==> config.mk <==
export PLATFORM = sky130hd
export DESIGN_NAME = scfp_parser
export DESIGN_NICKNAME = d
export VERILOG_FILES = /design/src/design/scfp_pkg.sv /design/src/design/scfp_parser.sv
export SDC_FILE = /design/constraint.sdc
export NUM_CORES = 1
export LEC_CHECK = 0
export BUFFER_PORTS_ARGS = -buffer_cell sky130_fd_sc_hd__buf_4
export CORE_MARGIN = 1
export CORE_UTILIZATION = 40
export DETAILED_ROUTE_END_ITERATION = 6
export GPL_TIMING_DRIVEN = 0
export PLACE_DENSITY = 0.66
export REMOVE_ABC_BUFFERS = 1
export SLEW_MARGIN = 20
export SYNTH_ARGS = -nofsm -noshare
export SYNTH_HDL_FRONTEND = slang
export SYNTH_SLANG_ARGS = --single-unit
==> constraint.sdc <==
create_clock -name clk -period 2.3 [get_ports clk]
set_input_delay 0.115 -clock clk [delete_from_list [all_inputs] [get_ports clk]]
set_output_delay 0.115 -clock clk [all_outputs]
set_load 0.01 [all_outputs]
==> src/design/scfp_pkg.sv <==
// Package: shared constants, codes and types of the frame parser
`timescale 1ns / 1ps
`default_nettype none

package scfp_pkg;

  localparam int PAYLOAD_DEPTH = 1024;
  localparam int ADDR_W        = $clog2(PAYLOAD_DEPTH);
  localparam int LEN_W         = 11;
  localparam int TIME_W        = 48;
  localparam int IDX_W         = 10;
  localparam int EV_W          = 3;

  localparam logic [7:0] HDR_BYTE = 8'hDB;
  localparam logic [7:0] FTR_BYTE = 8'hDC;

  typedef enum logic [2:0] {
    PH_HEADER,
    PH_LEN_HI,
    PH_LEN_LO,
    PH_CMD,
    PH_FRAME,
    PH_PAYLOAD,
    PH_SUM,
    PH_FOOTER
  } phase_t;

  typedef enum logic [EV_W-1:0] {
    EV_NONE,
    EV_OK,
    EV_SUM_BAD,
    EV_FOOTER_BAD,
    EV_TOO_LONG
  } event_t;

  typedef struct packed {
    logic              en;
    logic [ADDR_W-1:0] addr;
    logic [7:0]        data;
  } store_wr_t;

  typedef struct packed {
    event_t             event_res;
    logic [7:0]         command_code;
    logic [7:0]         frame_count;
    logic [LEN_W-1:0]   payload_length;
    logic [TIME_W-1:0]  frame_time;
  } step_res_t;

endpackage

`default_nettype wire

==> src/design/scfp_parser.sv <==
// Frame parser: phase sequencer, frame fields, checksum and store write requests
`timescale 1ns / 1ps
`default_nettype none

module scfp_parser import scfp_pkg::*; (
  input  logic              clk,
  input  logic              rst,
  input  logic              step_en,
  input  logic [7:0]        rx_byte,
  input  logic [TIME_W-1:0] arrival_time,
  output step_res_t         res,
  output store_wr_t         wr
);

  phase_t            phase, phase_next;
  logic [7:0]        len_hi, len_hi_next;
  logic [LEN_W-1:0]  expected_length, expected_length_next;
  logic [LEN_W-1:0]  fill_position, fill_position_next;
  logic [7:0]        held_command, held_command_next;
  logic [7:0]        held_frame_number, held_frame_number_next;
  logic [7:0]        running_sum, running_sum_next;
  logic [7:0]        sent_sum, sent_sum_next;
  logic [TIME_W-1:0] header_time, header_time_next;

  logic [15:0]       full_length;
  logic              too_long;
  logic [LEN_W-1:0]  fill_inc;
  logic [7:0]        sum_add;

  assign full_length = {len_hi, rx_byte};
  assign too_long    = full_length > 16'(PAYLOAD_DEPTH);
  assign fill_inc    = fill_position + LEN_W'(1);
  assign sum_add     = running_sum + rx_byte;

  always_comb begin
    phase_next = phase;
    if (step_en) begin
      unique case (phase)
        PH_HEADER:  if (rx_byte == HDR_BYTE) phase_next = PH_LEN_HI;
        PH_LEN_HI:  phase_next = PH_LEN_LO;
        PH_LEN_LO:  phase_next = too_long ? PH_HEADER : PH_CMD;
        PH_CMD:     phase_next = PH_FRAME;
        PH_FRAME:   phase_next = (expected_length != '0) ? PH_PAYLOAD : PH_SUM;
        PH_PAYLOAD: if (fill_inc >= expected_length) phase_next = PH_SUM;
        PH_SUM:     phase_next = PH_FOOTER;
        PH_FOOTER:  phase_next = PH_HEADER;
        default:    phase_next = PH_HEADER;
      endcase
    end
  end

  always_comb begin
    len_hi_next            = len_hi;
    expected_length_next   = expected_length;
    fill_position_next     = fill_position;
    held_command_next      = held_command;
    held_frame_number_next = held_frame_number;
    running_sum_next       = running_sum;
    sent_sum_next          = sent_sum;
    header_time_next       = header_time;
    res.event_res          = EV_NONE;
    res.payload_length     = '0;
    wr.en                  = 1'b0;
    wr.addr                = fill_position[ADDR_W-1:0];
    wr.data                = rx_byte;
    if (step_en) begin
      unique case (phase)
        PH_HEADER: begin
          if (rx_byte == HDR_BYTE) begin
            expected_length_next = '0;
            fill_position_next   = '0;
            running_sum_next     = '0;
            header_time_next     = arrival_time;
          end
        end
        PH_LEN_HI: begin
          len_hi_next      = rx_byte;
          running_sum_next = sum_add;
        end
        PH_LEN_LO: begin
          if (too_long) begin
            res.event_res        = EV_TOO_LONG;
            expected_length_next = '0;
            fill_position_next   = '0;
            running_sum_next     = '0;
          end else begin
            expected_length_next = full_length[LEN_W-1:0];
            running_sum_next     = sum_add;
          end
        end
        PH_CMD: begin
          held_command_next = rx_byte;
          running_sum_next  = sum_add;
        end
        PH_FRAME: begin
          held_frame_number_next = rx_byte;
          running_sum_next       = sum_add;
        end
        PH_PAYLOAD: begin
          wr.en              = 1'b1;
          fill_position_next = fill_inc;
          running_sum_next   = sum_add;
        end
        PH_SUM: begin
          sent_sum_next = rx_byte;
        end
        PH_FOOTER: begin
          res.payload_length = expected_length;
          if (rx_byte != FTR_BYTE) begin
            res.event_res = EV_FOOTER_BAD;
          end else if (running_sum == sent_sum) begin
            res.event_res = EV_OK;
          end else begin
            res.event_res = EV_SUM_BAD;
          end
          expected_length_next = '0;
          fill_position_next   = '0;
          running_sum_next     = '0;
        end
        default: begin
          expected_length_next = '0;
          fill_position_next   = '0;
          running_sum_next     = '0;
        end
      endcase
    end
    res.command_code = held_command_next;
    res.frame_count  = held_frame_number_next;
    res.frame_time   = header_time_next;
  end

  always_ff @(posedge clk) begin
    if (rst) begin
      phase             <= PH_HEADER;
      len_hi            <= '0;
      expected_length   <= '0;
      fill_position     <= '0;
      held_command      <= '0;
      held_frame_number <= '0;
      running_sum       <= '0;
      sent_sum          <= '0;
      header_time       <= '0;
    end else begin
      phase             <= phase_next;
      len_hi            <= len_hi_next;
      expected_length   <= expected_length_next;
      fill_position     <= fill_position_next;
      held_command      <= held_command_next;
      held_frame_number <= held_frame_number_next;
      running_sum       <= running_sum_next;
      sent_sum          <= sent_sum_next;
      header_time       <= header_time_next;
    end
  end

endmodule

`default_nettype wire
### After elaboration in Yosys (flattened, before gate mapping)

Cells that the tools add are included.

* add/sub/neg operators: 2
* order comparisons: 2
* equality and inequality tests: 13
* mux-type cells: 29
* reduce and logical (&&, ||, !) cells: 12

Operators with widths (number)
* $mux 48: 3
* $mux 11: 5
* $mux 8: 6
* $pmux 11 s4: 1
* $pmux 11 s3: 1
* $pmux 8 s4: 1
* $pmux 3 s8: 1
* $gt 16x11->1 const B: 1
* $eq 3x3->1 const B: 4
* $mux 3: 4
* $add 11x1->11 const B: 1
* $ge 11x11->1: 1
* $reduce_bool 11->1: 1
* $reduce_and 3->1: 3
* $add 8x8->8: 1
* $eq 8x8->1: 1
* $eq 8x8->1 const B: 1
* $mux 2: 4
* $ne 8x8->1 const B: 1
* $reduce_bool 4->1: 2
* $eq 3x2->1 const B: 2
* $ne 2x2->1 const B: 3
* $pmux 3 s2: 1
* $reduce_and 2->1: 2
* other kinds (6): 7

* register bits after elaboration: 113
* bits of input ports: 59
* word-level logic and storage cells: 67

### Longest topological paths before layout

* depth after elaboration: 5
* depth in mapped cells: 11

### Least setup slack after synthesis

OpenSTA, ideal clock, no wires.

* path type: register to register
* start: reg fill_position[2]
* end: reg phase[1]
* library setup time: 132 ps
* arrival: 2368 ps
* data required time: 2168 ps
* slack: -200 ps
* cell stages (with the launch flop): 12
* path buffers: 0
* period minus slack after synthesis: 2500 ps
* path through: dfxtp_1 and3_1 and3_1 nand3_1 xnor2_1 ha_1 a21o_1 a211o_1 nor3_1 o311a_1 a211o_1 a21oi_1

* word-level cells in the longest chain between the ends: 4

Ends and longest elaborated chain
* start: declaration: RTL line scfp_parser.sv:18 `logic [LEN_W-1:0] fill_position, fill_position_next;`
* start signal: assignment: RTL line scfp_parser.sv:147 `fill_position <= fill_position_next;`
* $add 11x1->11: RTL line scfp_parser.sv:32 `assign fill_inc = fill_position + LEN_W'(1);`
* $ge 11x11->1: RTL line scfp_parser.sv:44 `PH_PAYLOAD: if (fill_inc >= expected_length) phase_next = PH_SUM;`
* $ne 2x2->1 (no source line)
* $reduce_and 3->1 (no source line)
* end signal: assignment: RTL line scfp_parser.sv:144 `phase <= phase_next;`
* end: declaration: RTL line scfp_parser.sv:15 `phase_t phase, phase_next;`

No other way between the ends.
A chain may end at the register's enable or synchronous reset.

### Final worst setup path

* start: reg fill_position[2]
* end: reg phase[0]

Same word-level chain as after synthesis.

==> impl_summary.log <==
[metrics] async set-reset flop share out of synthesis: 0
[metrics] launch point of the critical path: fill_position[2]
[metrics] placement row count: 42
[metrics] kind of capture point of the worst setup path: register
[metrics] commonest non-fill, non-tap cell in the layout: sky130_fd_sc_hd__buf_4
[metrics] Synth Warn #: 0
[metrics] fraction of the mapped netlist area in compound gates: 0.0901
[metrics] first-pass GRT wire length: 23200 microns
[metrics] Detailed Routing Iterations Pass 1: 4
[metrics] Adder-Cell Fraction of Synth Area: 0.0488
[metrics] final count of hold timing violations: 0
[metrics] floorplan core area: 13300 sq um
[metrics] Fillers: 1198
[metrics] post-route standard cell area excluding fillers: 7500 sq um
[metrics] total detailed-routing wirelength: 14200 microns
[metrics] hold slack final: 37.2 ps
[metrics] Max Clk Rate: 407 MHz
[metrics] pin count of the biggest net entering global routing: 118
[metrics] Final Cycle Share: 1.07
[metrics] flip-flop and latch count after synthesis: 113
[metrics] Port-buffer cells: 155
[metrics] P per Cell Area: 628 nW/um^2
[metrics] Synth cell types: 52
[metrics] multi-input gate area in the final layout: 3080 sq um
[metrics] clock transition at the registers of the reported paths: 50 ps
[metrics] nets@finish: 807
[metrics] violations in the final reports: setup timing
[metrics] highest metal layer with signal wires: met4
[metrics] wire length on met1: 6070 microns
[metrics] worst path arrival time: 2690 ps
[metrics] total chip power: 4.71 mW
[metrics] Layout area overhead: 35.4%
[metrics] multiplexer share of the synthesized area: 0.146
[metrics] length of routed met2 wiring: 6760 microns
[metrics] Tmin final: 2460 ps
[metrics] met3 wire length: 1170 microns
[metrics] slew margin rel.: 0.415
[metrics] commonest non-fill, non-tap cells in the layout: sky130_fd_sc_hd__buf_4 (164), sky130_fd_sc_hd__dfxtp_1 (102), sky130_fd_sc_hd__nor2b_1 (69), sky130_fd_sc_hd__nor2_1 (48), sky130_fd_sc_hd__mux2_1 (48)
[metrics] post-detailed-placement half-perimeter wirelength: 9580 microns
[metrics] kind of start point of the critical path: register
[metrics] post-route setup slack: -156 ps
[metrics] area of all sequential standard cells: 2290 sq um
[metrics] Final Max Slew Viols: 0
[metrics] total of max-cap violations: 0
[metrics] Mapped Cells: 592
[metrics] post-synthesis sequential area ratio: 0.408
[metrics] setup violation total in the final timing report: 2
[metrics] vias in the first global route: 4637
[metrics] diode insertion count for antenna repair: 0
[metrics] vias per inst: 5.05
[metrics] startpoint of the worst register-to-register path: fill_position[2]
[metrics] TritonCTS clock tree: yes
[metrics] combinational family with the most area after synthesis: simple AND/OR/NAND/NOR gates
[metrics] Initial DRC Count: 239
[metrics] master cell of the clock root buffer: sky130_fd_sc_hd__clkbuf_16
[metrics] clock latency on the worst-skew pair: 410 ps
[metrics] Vert. Die Dim: 120 microns
[metrics] total gr overflow: 0
[metrics] DIE WIDTH: 120 microns
[metrics] Clock Sink Count: 113
[metrics] worst endpoint required time: 2540 ps
[metrics] pin slew with the least headroom to its limit: 877 ps
[metrics] I/O Pins: 156
[metrics] clock buffers created by TritonCTS: 17
[metrics] number of levels the H-tree was split into: 4
[metrics] drc violations: 0
[metrics] status: finished with violations
[metrics] Worst Setup Slack post-DPL: -548 ps
[metrics] aggregate negative setup slack: -302 ps
[metrics] antenna violations before repair: 0
[metrics] Static Leakage: 3.30 nW
[metrics] peak ir drop on the vdd network: 0.000524 V
[metrics] post-synthesis area per instance: 9.36 sq um
[metrics] class of the tightest hold or removal check: input pin to register
[metrics] via count: 4619
[metrics] total die area: 14300 sq um
[metrics] number of flops mapped to enable cells by yosys: 0
[metrics] type of the worst setup path: register to register
[metrics] fraction of final layout cells sized beyond drive strength 1: 0.327
[metrics] cell area reported after detailed placement: 6700 sq um
[metrics] hold_sp: rx_byte[7]
[metrics] RSZ-0062 raised after global routing: true
[metrics] RD Place Congestion: 0.846
[metrics] Post-Synthesis Cell Area: 5540 sq um
[metrics] Overall Global Routing Usage: 0.207
[metrics] per-cell routed wire length: 15.5 microns
[metrics] top flip-flop cell by instance count after synthesis: sky130_fd_sc_hd__dfxtp_1
[metrics] area share of and/or/nand/nor cells after synthesis: 0.214
[metrics] maximum root-to-sink buffer count: 2
[metrics] number of nets with antenna violations after detailed routing: 0
[metrics] xor/xnor cell area share of the yosys netlist: 0.0332
[metrics] maximum fanout encountered on the critical timing path: 4
[metrics] worst clock skew: 14.2 ps
[metrics] effective utilization at floorplan: 0.415
==> routing by layer <==
layer | vias to the layer above | track usage
li1 | 2286 | -
met1 | 2145 | 0.243
met2 | 172 | 0.340
met3 | 16 | 0.0713
met4 | 0 | 0.0922
met5 | - | 0
==> repair_timing <==
item | 4_1_cts | 5_1_grt
setup buffers | 9 | 0
endpoints found under the setup margin | 70 | 75
hold buffers | 0 | 0
resized for setup | 28 | 7
pin swaps | 14 | 2
cloned | 1 | 0
endpoints found under the hold margin | 0 | 0
==> critical path, cell delays in order, from the launching register on <==
cell,delay (ps)
sky130_fd_sc_hd__dfxtp_4,340
sky130_fd_sc_hd__and3_4,180
sky130_fd_sc_hd__and3_4,200
sky130_fd_sc_hd__nand3_4,80
sky130_fd_sc_hd__xnor2_2,160
sky130_fd_sc_hd__ha_1,320
sky130_fd_sc_hd__a21o_1,160
sky130_fd_sc_hd__a211o_1,270
sky130_fd_sc_hd__nor3_1,130
sky130_fd_sc_hd__o311a_1,260
sky130_fd_sc_hd__a211o_1,120
sky130_fd_sc_hd__a21oi_1,60
==> logic make-up (layout without fill, tap and decap cells) <==
| kind of cell | Yosys count | after routing |
|---|---|---|
| buf+inv | 65 | 211 |
| xor+xnor | 21 | 21 |
| simple gates | 223 | 224 |
| compound gates | 76 | 76 |
| flops | 113 | 113 |
| mux | 73 | 73 |
| fa+ha+maj | 21 | 21 |
==> area by class of cell <==
class,count,share of cell area
sequential,113,0.305
timing repair buffer,166,0.169
multi-input combinational,415,0.411
clock buffer,28,0.0729
inverter,14,0.00701
tap,176,0.0294
clock inverter,3,0.00567
==> power breakdown <==
group	switching [mW]	internal [mW]
Sequential	0.000939	1.96
Clock	0.853	1.71
Combinational	0.0984	0.0905
Total	0.952	3.76
==> per-stage QoR <==
| stage | util | instances |
|---|---|---|
| 2_1_floorplan | - | 541 |
| 3_3_place_gp | 0.498 | 872 |
| 3_5_place_dp | 0.502 | 874 |
| 4_1_cts | 0.560 | 915 |
| 5_1_grt | 0.562 | 915 |
| 6_report | 0.562 | 915 |
==> sequential cells by signal (all words and copies together), names as in the netlist <==
name,count
fill_position,11
sent_sum,8
expected_length,11
len_hi,8
held_frame_number,8
header_time,48
phase,3
held_command,8
running_sum,8
==> synthesized netlist by cell type, drive strengths merged (2+ instances only) <==
library cell | count | share of area
nor2 | 51 | 0.035
o22ai | 2 | 0.0023
clkbuf | 22 | 0.015
o21bai | 2 | 0.0027
or4 | 3 | 0.0047
or2 | 3 | 0.0034
mux2 | 64 | 0.13
or3 | 2 | 0.0023
nor2b | 69 | 0.078
nand2 | 37 | 0.025
mux2i | 9 | 0.016
a21oi | 30 | 0.027
and3 | 5 | 0.0056
xor2 | 4 | 0.0063
nand3b | 4 | 0.0054
nor3 | 7 | 0.0072
xnor2 | 17 | 0.027
nand4 | 6 | 0.0068
a211o | 3 | 0.0047
o21ai | 8 | 0.0072
nand3 | 19 | 0.018
ha | 20 | 0.045
nand2b | 4 | 0.0045
inv | 14 | 0.0095
o211ai | 2 | 0.0027
a22oi | 16 | 0.022
nor3b | 4 | 0.0054
a31oi | 2 | 0.0023
and2 | 3 | 0.0034
dfxtp | 113 | 0.41
a21o | 5 | 0.0068
nor4 | 2 | 0.0023
buf | 29 | 0.035
==> path summary, 6_finish.rpt <==
| check | slack [ps] | endpoint | cells past startpoint |
|---|---|---|---|
| min reg2reg | 470 | sent_sum[6] | 2 |
| max | -160 | phase[0] | 11 |
| min | 40 | sent_sum[7] | 3 |
| max reg2reg | -160 | phase[0] | 11 |
Note: power is estimated with default switching activity, not from simulation.
